[config.mk]
export PLATFORM = sky130hd
export DESIGN_NAME = tangent_segmented_table_interpolator
export DESIGN_NICKNAME = d
export VERILOG_FILES = /design/src/rtl/core/tsti_pkg.sv /design/src/rtl/core/tangent_segmented_table_interpolator.sv
export SDC_FILE = /design/constraint.sdc
export NUM_CORES = 1
export LEC_CHECK = 0
export BUFFER_PORTS_ARGS = -buffer_cell sky130_fd_sc_hd__buf_2
export CAP_MARGIN = 20
export CORE_MARGIN = 4
export CORE_UTILIZATION = 59
export CTS_CLUSTER_DIAMETER = 40
export DETAILED_ROUTE_END_ITERATION = 8
export PLACE_DENSITY_LB_ADDON = 0.08
export SLEW_MARGIN = 30
export SYNTH_ARGS = -nofsm -noshare
export SYNTH_HDL_FRONTEND = slang
export SYNTH_SLANG_ARGS = --single-unit
export TNS_END_PERCENT = 30
[constraint.sdc]
create_clock -name clk_i -period 7.5 [get_ports clk_i]
set_input_delay 1.5 -clock clk_i [delete_from_list [all_inputs] [get_ports clk_i]]
set_output_delay 1.5 -clock clk_i [all_outputs]
set_load 0.05 [all_outputs]
[src/rtl/core/tsti_pkg.sv]
// Package: segment and ROM constants for the tangent table interpolator.
`default_nettype none
package tsti_pkg;

  localparam int unsigned NumSegs  = 6;
  localparam int unsigned NumRows  = 20;
  localparam int unsigned AngleW   = 16;
  localparam int unsigned FoldW    = 15;
  localparam int unsigned SegW     = 3;
  localparam int unsigned RowW     = 5;
  localparam int unsigned ShiftW   = 4;
  localparam int unsigned MultW    = 12;
  localparam int unsigned ValueW   = 31;
  localparam int unsigned SlopeW   = 29;
  localparam int unsigned ProdW    = MultW + SlopeW;
  localparam int unsigned SumW     = 33;
  localparam int unsigned TanW     = 32;

  typedef logic [SegW-1:0] seg_t;

  localparam seg_t SEG_0 = 3'd0;
  localparam seg_t SEG_1 = 3'd1;
  localparam seg_t SEG_2 = 3'd2;
  localparam seg_t SEG_3 = 3'd3;
  localparam seg_t SEG_4 = 3'd4;
  localparam seg_t SEG_5 = 3'd5;

  localparam logic [RowW-1:0] LAST_ROW = 5'd19;
  localparam logic [ValueW-1:0] TAN_MAX = 31'h7FFF_FFFF;

  localparam logic [FoldW-1:0] SEG_BASE [NumSegs] = '{
    15'h0000, 15'h3000, 15'h3C00, 15'h3F00, 15'h3FC0, 15'h3FF0
  };
  localparam logic [ShiftW-1:0] SEG_SHIFT [NumSegs] = '{
    4'd12, 4'd10, 4'd8, 4'd6, 4'd4, 4'd2
  };
  localparam logic [RowW-1:0] SEG_ROW0 [NumSegs] = '{
    5'd0, 5'd3, 5'd6, 5'd9, 5'd12, 5'd15
  };

  localparam logic [ValueW-1:0] TAN_VALUE [NumRows] = '{
    31'd0,        31'd27146,    31'd65536,
    31'd158218,   31'd216043,   31'd329472,
    31'd665398,   31'd888450,   31'd1334016,
    31'd2669640,  31'd3559834,  31'd5340086,
    31'd10680574, 31'd14240842, 31'd21361348,
    31'd42722797, 31'd56963748, 31'd85445643, 31'd170891311, 31'd2147483647
  };

  localparam logic [SlopeW-1:0] TAN_SLOPE [NumRows] = '{
    29'd27145,    29'd38390,    29'd92681,
    29'd57825,    29'd113428,   29'd335926,
    29'd223051,   29'd445566,   29'd1335624,
    29'd890193,   29'd1780251,  29'd5340487,
    29'd3560269,  29'd7120505,  29'd21361448,
    29'd14240951, 29'd28481894, 29'd85445668, 29'd365979601, 29'd0
  };

endpackage
`default_nettype wire

[src/rtl/core/tangent_segmented_table_interpolator.sv]
// Tangent of a binary angle: four-stage segmented table interpolator.
// One item per cycle while the output is not stalled; stages are fold/segment, ROM + multiply,
// shift + add, negate + saturate into the output register.
// A stall on the output holds each occupied stage that has no empty stage after it; bubbles are filled.
// Reset (rst_ni low, asynchronous) empties the pipeline; no payload reset.
`default_nettype none
module tangent_segmented_table_interpolator
  import tsti_pkg::*;
(
  input  wire logic              clk_i,
  input  wire logic              rst_ni,
  input  wire logic              in_valid_i,
  output logic                   in_stall_o,
  input  wire logic [AngleW-1:0] angle_i,
  output logic                   out_valid_o,
  input  wire logic              out_stall_i,
  output logic signed [TanW-1:0] tangent_o
);

  localparam int unsigned NumStages = 4;

  logic [NumStages-1:0] valid_q;
  logic [NumStages-1:0] adv;

  always_comb begin
    adv[3] = !valid_q[3] || !out_stall_i;
    adv[2] = !valid_q[2] || adv[3];
    adv[1] = !valid_q[1] || adv[2];
    adv[0] = !valid_q[0] || adv[1];
  end

  assign in_stall_o  = !adv[0];
  assign out_valid_o = valid_q[3];

  always_ff @(posedge clk_i or negedge rst_ni) begin
    if (!rst_ni) begin
      valid_q <= '0;
    end else begin
      if (adv[0]) valid_q[0] <= in_valid_i;
      if (adv[1]) valid_q[1] <= valid_q[0];
      if (adv[2]) valid_q[2] <= valid_q[1];
      if (adv[3]) valid_q[3] <= valid_q[2];
    end
  end

  // stage 1: fold into first quarter, pick segment, row and low bits
  logic [FoldW-1:0]  half_a;
  logic [FoldW-1:0]  fold_a;
  logic              neg_d;
  seg_t              seg;
  logic [FoldW-1:0]  offs;
  logic [RowW-1:0]   row_sum;
  logic [RowW-1:0]   row_d;
  logic [FoldW-1:0]  mask;
  logic [MultW-1:0]  mult_d;
  logic [ShiftW-1:0] shift_d;

  always_comb begin
    half_a = angle_i[FoldW-1:0];
    neg_d  = half_a[FoldW-1];
    fold_a = neg_d ? FoldW'(16'd32768 - {1'b0, half_a}) : half_a;
    priority if (fold_a >= SEG_BASE[SEG_5]) seg = SEG_5;
    else if (fold_a >= SEG_BASE[SEG_4])     seg = SEG_4;
    else if (fold_a >= SEG_BASE[SEG_3])     seg = SEG_3;
    else if (fold_a >= SEG_BASE[SEG_2])     seg = SEG_2;
    else if (fold_a >= SEG_BASE[SEG_1])     seg = SEG_1;
    else                                    seg = SEG_0;
    shift_d = SEG_SHIFT[seg];
    offs    = fold_a - SEG_BASE[seg];
    row_sum = SEG_ROW0[seg] + RowW'(offs >> shift_d);
    row_d   = (row_sum > LAST_ROW) ? LAST_ROW : row_sum;
    mask    = (FoldW'(1) << shift_d) - FoldW'(1);
    mult_d  = MultW'(fold_a & mask);
  end

  logic              s1_neg_q;
  logic [RowW-1:0]   s1_row_q;
  logic [MultW-1:0]  s1_mult_q;
  logic [ShiftW-1:0] s1_shift_q;

  // stage 2: ROM read and multiply
  logic [ProdW-1:0]  prod_d;
  assign prod_d = ProdW'(s1_mult_q) * ProdW'(TAN_SLOPE[s1_row_q]);

  logic              s2_neg_q;
  logic [ShiftW-1:0] s2_shift_q;
  logic [ValueW-1:0] s2_value_q;
  logic [ProdW-1:0]  s2_prod_q;

  // stage 3: scale and add base
  logic [ProdW-1:0]  scaled;
  logic [SumW-1:0]   sum_d;
  assign scaled = s2_prod_q >> s2_shift_q;
  assign sum_d  = SumW'(s2_value_q) + SumW'(scaled[TanW-1:0]);

  logic              s3_neg_q;
  logic [SumW-1:0]   s3_sum_q;

  // stage 4: saturate and negate
  logic [ValueW-1:0]     mag;
  logic signed [TanW-1:0] tangent_d;
  always_comb begin
    mag       = (s3_sum_q > SumW'(TAN_MAX)) ? TAN_MAX : s3_sum_q[ValueW-1:0];
    tangent_d = s3_neg_q ? -TanW'(mag) : TanW'(mag);
  end

  logic signed [TanW-1:0] tangent_q;
  assign tangent_o = tangent_q;

  always_ff @(posedge clk_i) begin
    if (adv[0]) begin
      s1_neg_q   <= neg_d;
      s1_row_q   <= row_d;
      s1_mult_q  <= mult_d;
      s1_shift_q <= shift_d;
    end
    if (adv[1]) begin
      s2_neg_q   <= s1_neg_q;
      s2_shift_q <= s1_shift_q;
      s2_value_q <= TAN_VALUE[s1_row_q];
      s2_prod_q  <= prod_d;
    end
    if (adv[2]) begin
      s3_neg_q <= s2_neg_q;
      s3_sum_q <= sum_d;
    end
    if (adv[3]) begin
      tangent_q <= tangent_d;
    end
  end

  a_row_in_range: assert property (@(posedge clk_i) disable iff (!rst_ni)
    valid_q[0] |-> s1_row_q <= LAST_ROW)
    else $error("ROM row beyond table");

  a_no_min_int: assert property (@(posedge clk_i) disable iff (!rst_ni)
    out_valid_o |-> tangent_o != 32'sh8000_0000)
    else $error("tangent outside symmetric range");

  a_hold_stage3: assert property (@(posedge clk_i) disable iff (!rst_ni)
    (valid_q[2] && !adv[3]) |=> (valid_q[2] && $stable(s3_sum_q) && $stable(s3_neg_q)))
    else $error("blocked item lost in stage three");

  a_mult_fits: assert property (@(posedge clk_i) disable iff (!rst_ni)
    valid_q[0] |-> (FoldW'(s1_mult_q) >> s1_shift_q) == '0)
    else $error("low bits wider than segment step");

endmodule
`default_nettype wire

==> run summary <==
GRT Overall Usage: 28.1%
Die Wd: 198 µm
CTS sink count: 165
CTS clk-pin slew, worst paths: 70 ps
Synth area leader: fa_1
Hold/Removal Path Class: reg2reg
HPWL Detailed: 42800 µm
Core ar.: 35700 µm²
Pin count of the biggest net entering global routing: 76
Met3 WL: 3100 µm
Status: completed
Finish-stage setup viols: 0
Worst-case clock buffer depth: 2
Syn. warnings: 0
Aggregate routed wire length: 53700 µm
Syn Inst Count: 2325
Reg-to-reg critical path startpoint: s1_row_q[1]
Netlist cell types: 83
Yosys top cell area share: 23.5%
Endpoints failing hold: 0
Routed wl met2: 26500 µm
Slew headroom: 30.5%
Initial antenna violation count: 1
Setup CP Type: reg2reg
CP Data Required Time: 7680 ps
Max Used Layer: met5
Num rows: 69
Post-Syn Area per Cell: 9.19 µm²
Via count: 16.9k
Syn nets: 2744
CP Launch Point: s1_row_q[1]
Remaining global-route overflow: 0
Critical Path End Type: flip-flop
First-pass GRT wire length: 88500 µm
Final worst path period share: 95.4%
Nets: 2831
Post-synth EDFFs: 161
Clock root cell: clkbuf_16
Port-buffer cells: 52
Wl on met1: 22900 µm
Netlist Area Pre-Place: 21400 µm²
Ys flop type: edfxtp_1
Drt via density: 5.86
Min-delay src: s2_neg_q
P&R area growth vs syn: 9.92%
Setup TNS: 0 ps
Clock Latency Late Sink: 430 ps
Seq/Total Area, Yosys: 23.1%
Wirelength per Cell: 18.6 µm
Share of layout cells above drive strength 1: 12.1%
Main area contributors after synthesis: fa_1 24%, edfxtp_1 23%, ha_1 8.7%, nand2_1 5.7%, inv_1 4.9%
Num CTS Buffers: 17
Vias in the first global route: 17.3k
Synthesized flop and latch total: 165
# H-tree levels: 4
Critical Path AT: 7330 ps
Filler instances: 2993
Max Slew Vio Count: 0
Ys async rst share: 2.42%
Drt drc: 0
Max cap viols: 0
Chip height: 198 µm
GP Congestion: 0.950
Clock skew: 11.1 ps
IO Pins: 54
Worst-margin pin slew: 1040 ps
Starting Density: 59.9%
Clock period minus worst slack: 7150 ps
Total iterations of the first detailed-routing run: 5
Iteration-0 DRC count of the detailed router: 1047
Antenna Nets Post-Route: 0
FMAX: 0.140 GHz
CTS tree: done
Die area: 39300 µm²
Crit path max fanout: 8
CP Launch Type: flip-flop
==> stage by stage <==
stage                     hold slack [ps]  utilization [%]  instance area, µm²  cells  setup slack (ps)
after CTS                             420             65.6               23400   2879               190
after detailed placement              406             63.9               22800   2848              -165
final                                 421             65.8               23500   2886               347
after floorplan                       400                -               21400   2325              21.9
after global routing                  427             65.8               23500   2885            -0.798
after global placement                402             63.9               22800   2848             -16.4
==> cell families after synthesis <==
kind of cell / after synthesis / synth area share [%]
muxes: 63 / 3.20
AOI/OAI and AO/OA: 448 / 13.5
and+or+nand+nor: 752 / 16.9
adders and majority gates: 399 / 32.2
DFF: 165 / 23.1
buffers and inverters: 407 / 7.21
xor gates and xnor gates: 91 / 3.84
==> final timing paths <==
path	to	slack, ps	cells after the start
max	s2_prod_q[38]	350	24
min	s3_neg_q	420	0
max reg2reg	s2_prod_q[38]	350	24
min reg2reg	s3_neg_q	420	0
max in group asynchronous	valid_q[1]	6520	1
min in group asynchronous	valid_q[3]	860	1
==> sequential cells by signal (all words and copies together) (netlist names) <==
| register | cells |
|---|---|
| s2_prod_q | 41 |
| s1_mult_q | 12 |
| s2_neg_q | 1 |
| s1_shift_q | 3 |
| s2_value_q | 29 |
| s1_row_q | 5 |
| valid_q | 4 |
| s1_neg_q | 1 |
| s3_neg_q | 1 |
| s3_sum_q | 33 |
| s2_shift_q | 3 |
| tangent_o | 32 |
==> cells in the mapped netlist, drive strengths merged, types with 10 or more instances <==
master,count
nand2,327
inv,282
fa,251
edfxtp,161
ha,148
a21oi,124
o21ai,122
nor2,118
and2,111
clkbuf,107
xnor2,68
a21o,39
mux2i,38
and3,34
nand3,30
nand2b,29
nor3,27
mux2,23
xor2,23
nor2b,19
o31ai,18
buf,17
o21a,17
a31oi,14
o211ai,14
o21bai,13
a211oi,12
or2,12
o41ai,10
==> final cells by class <==
cell class	instances	area [µm²]	area share, %
multi-input cells	1753	15000	63.7
flip-flops and latches	165	4930	21.0
repair buffers	192	1370	5.83
inverters	283	1060	4.53
well taps	461	577	2.46
clock buffers	18	429	1.83
clock inverters	13	148	0.629
diodes	1	2.50	0.0107
==> metal layers <==
metal / global-route usage (%) / vias to the layer above
li1: - / 7950
met2: 48.2 / 514
met3: 3.91 / 83
met4: 6.99 / 2
met1: 38.0 / 8358
met5: 0 / -
==> cell usage in the layout, fill, tap and decap left out, drive strengths merged, types with 8 or more instances in the layout <==
master / netlist / final
and2: 111 / 111
nor3: 27 / 27
nand2: 327 / 327
xnor2: 68 / 68
ha: 148 / 148
a31oi: 14 / 14
a211oi: 12 / 12
mux2: 23 / 23
o31ai: 18 / 18
a21boi: 9 / 9
o211ai: 14 / 14
mux2i: 38 / 38
nand4: 9 / 9
o21a: 17 / 17
xor2: 23 / 23
edfxtp: 161 / 161
fa: 251 / 251
o41ai: 10 / 10
or2: 12 / 12
o21bai: 13 / 13
nor2: 118 / 118
and3: 34 / 34
nand2b: 29 / 29
a21o: 39 / 39
nor2b: 19 / 19
o21ai: 122 / 122
a21oi: 124 / 124
or3: 9 / 9
clkbuf: 107 / 18
nand3: 30 / 30
o32ai: 8 / 8
buf: 17 / 192
inv: 282 / 288
==> timing repair <==
item / in CTS / in global routing
endpoints found under the hold margin: 0 / 0
endpoints found under the setup margin: 0 / 12
setup buffers: 0 / 4
hold buffers: 0 / 0
gates resized for setup: 0 / 13
==> critical path, stage by stage, from the launching register on <==
cell	delay [ps]
edfxtp_1	470
inv_1	120
ha_2	420
nor2b_1	170
buf_4	160
a21oi_1	40
nor2_1	500
buf_4	290
nand2_1	90
fa_1	500
fa_1	520
inv_1	50
fa_1	470
fa_1	520
fa_1	500
ha_1	400
nand4_1	200
nor3_1	230
o21a_1	280
o31ai_2	110
a31oi_1	260
nand3_1	140
a21oi_1	190
a31oi_1	120
xnor2_1	130
Power is left out: the tool's default activity adds up to more than one toggle a clock period on the data nets, which glitch-free logic cannot reach.
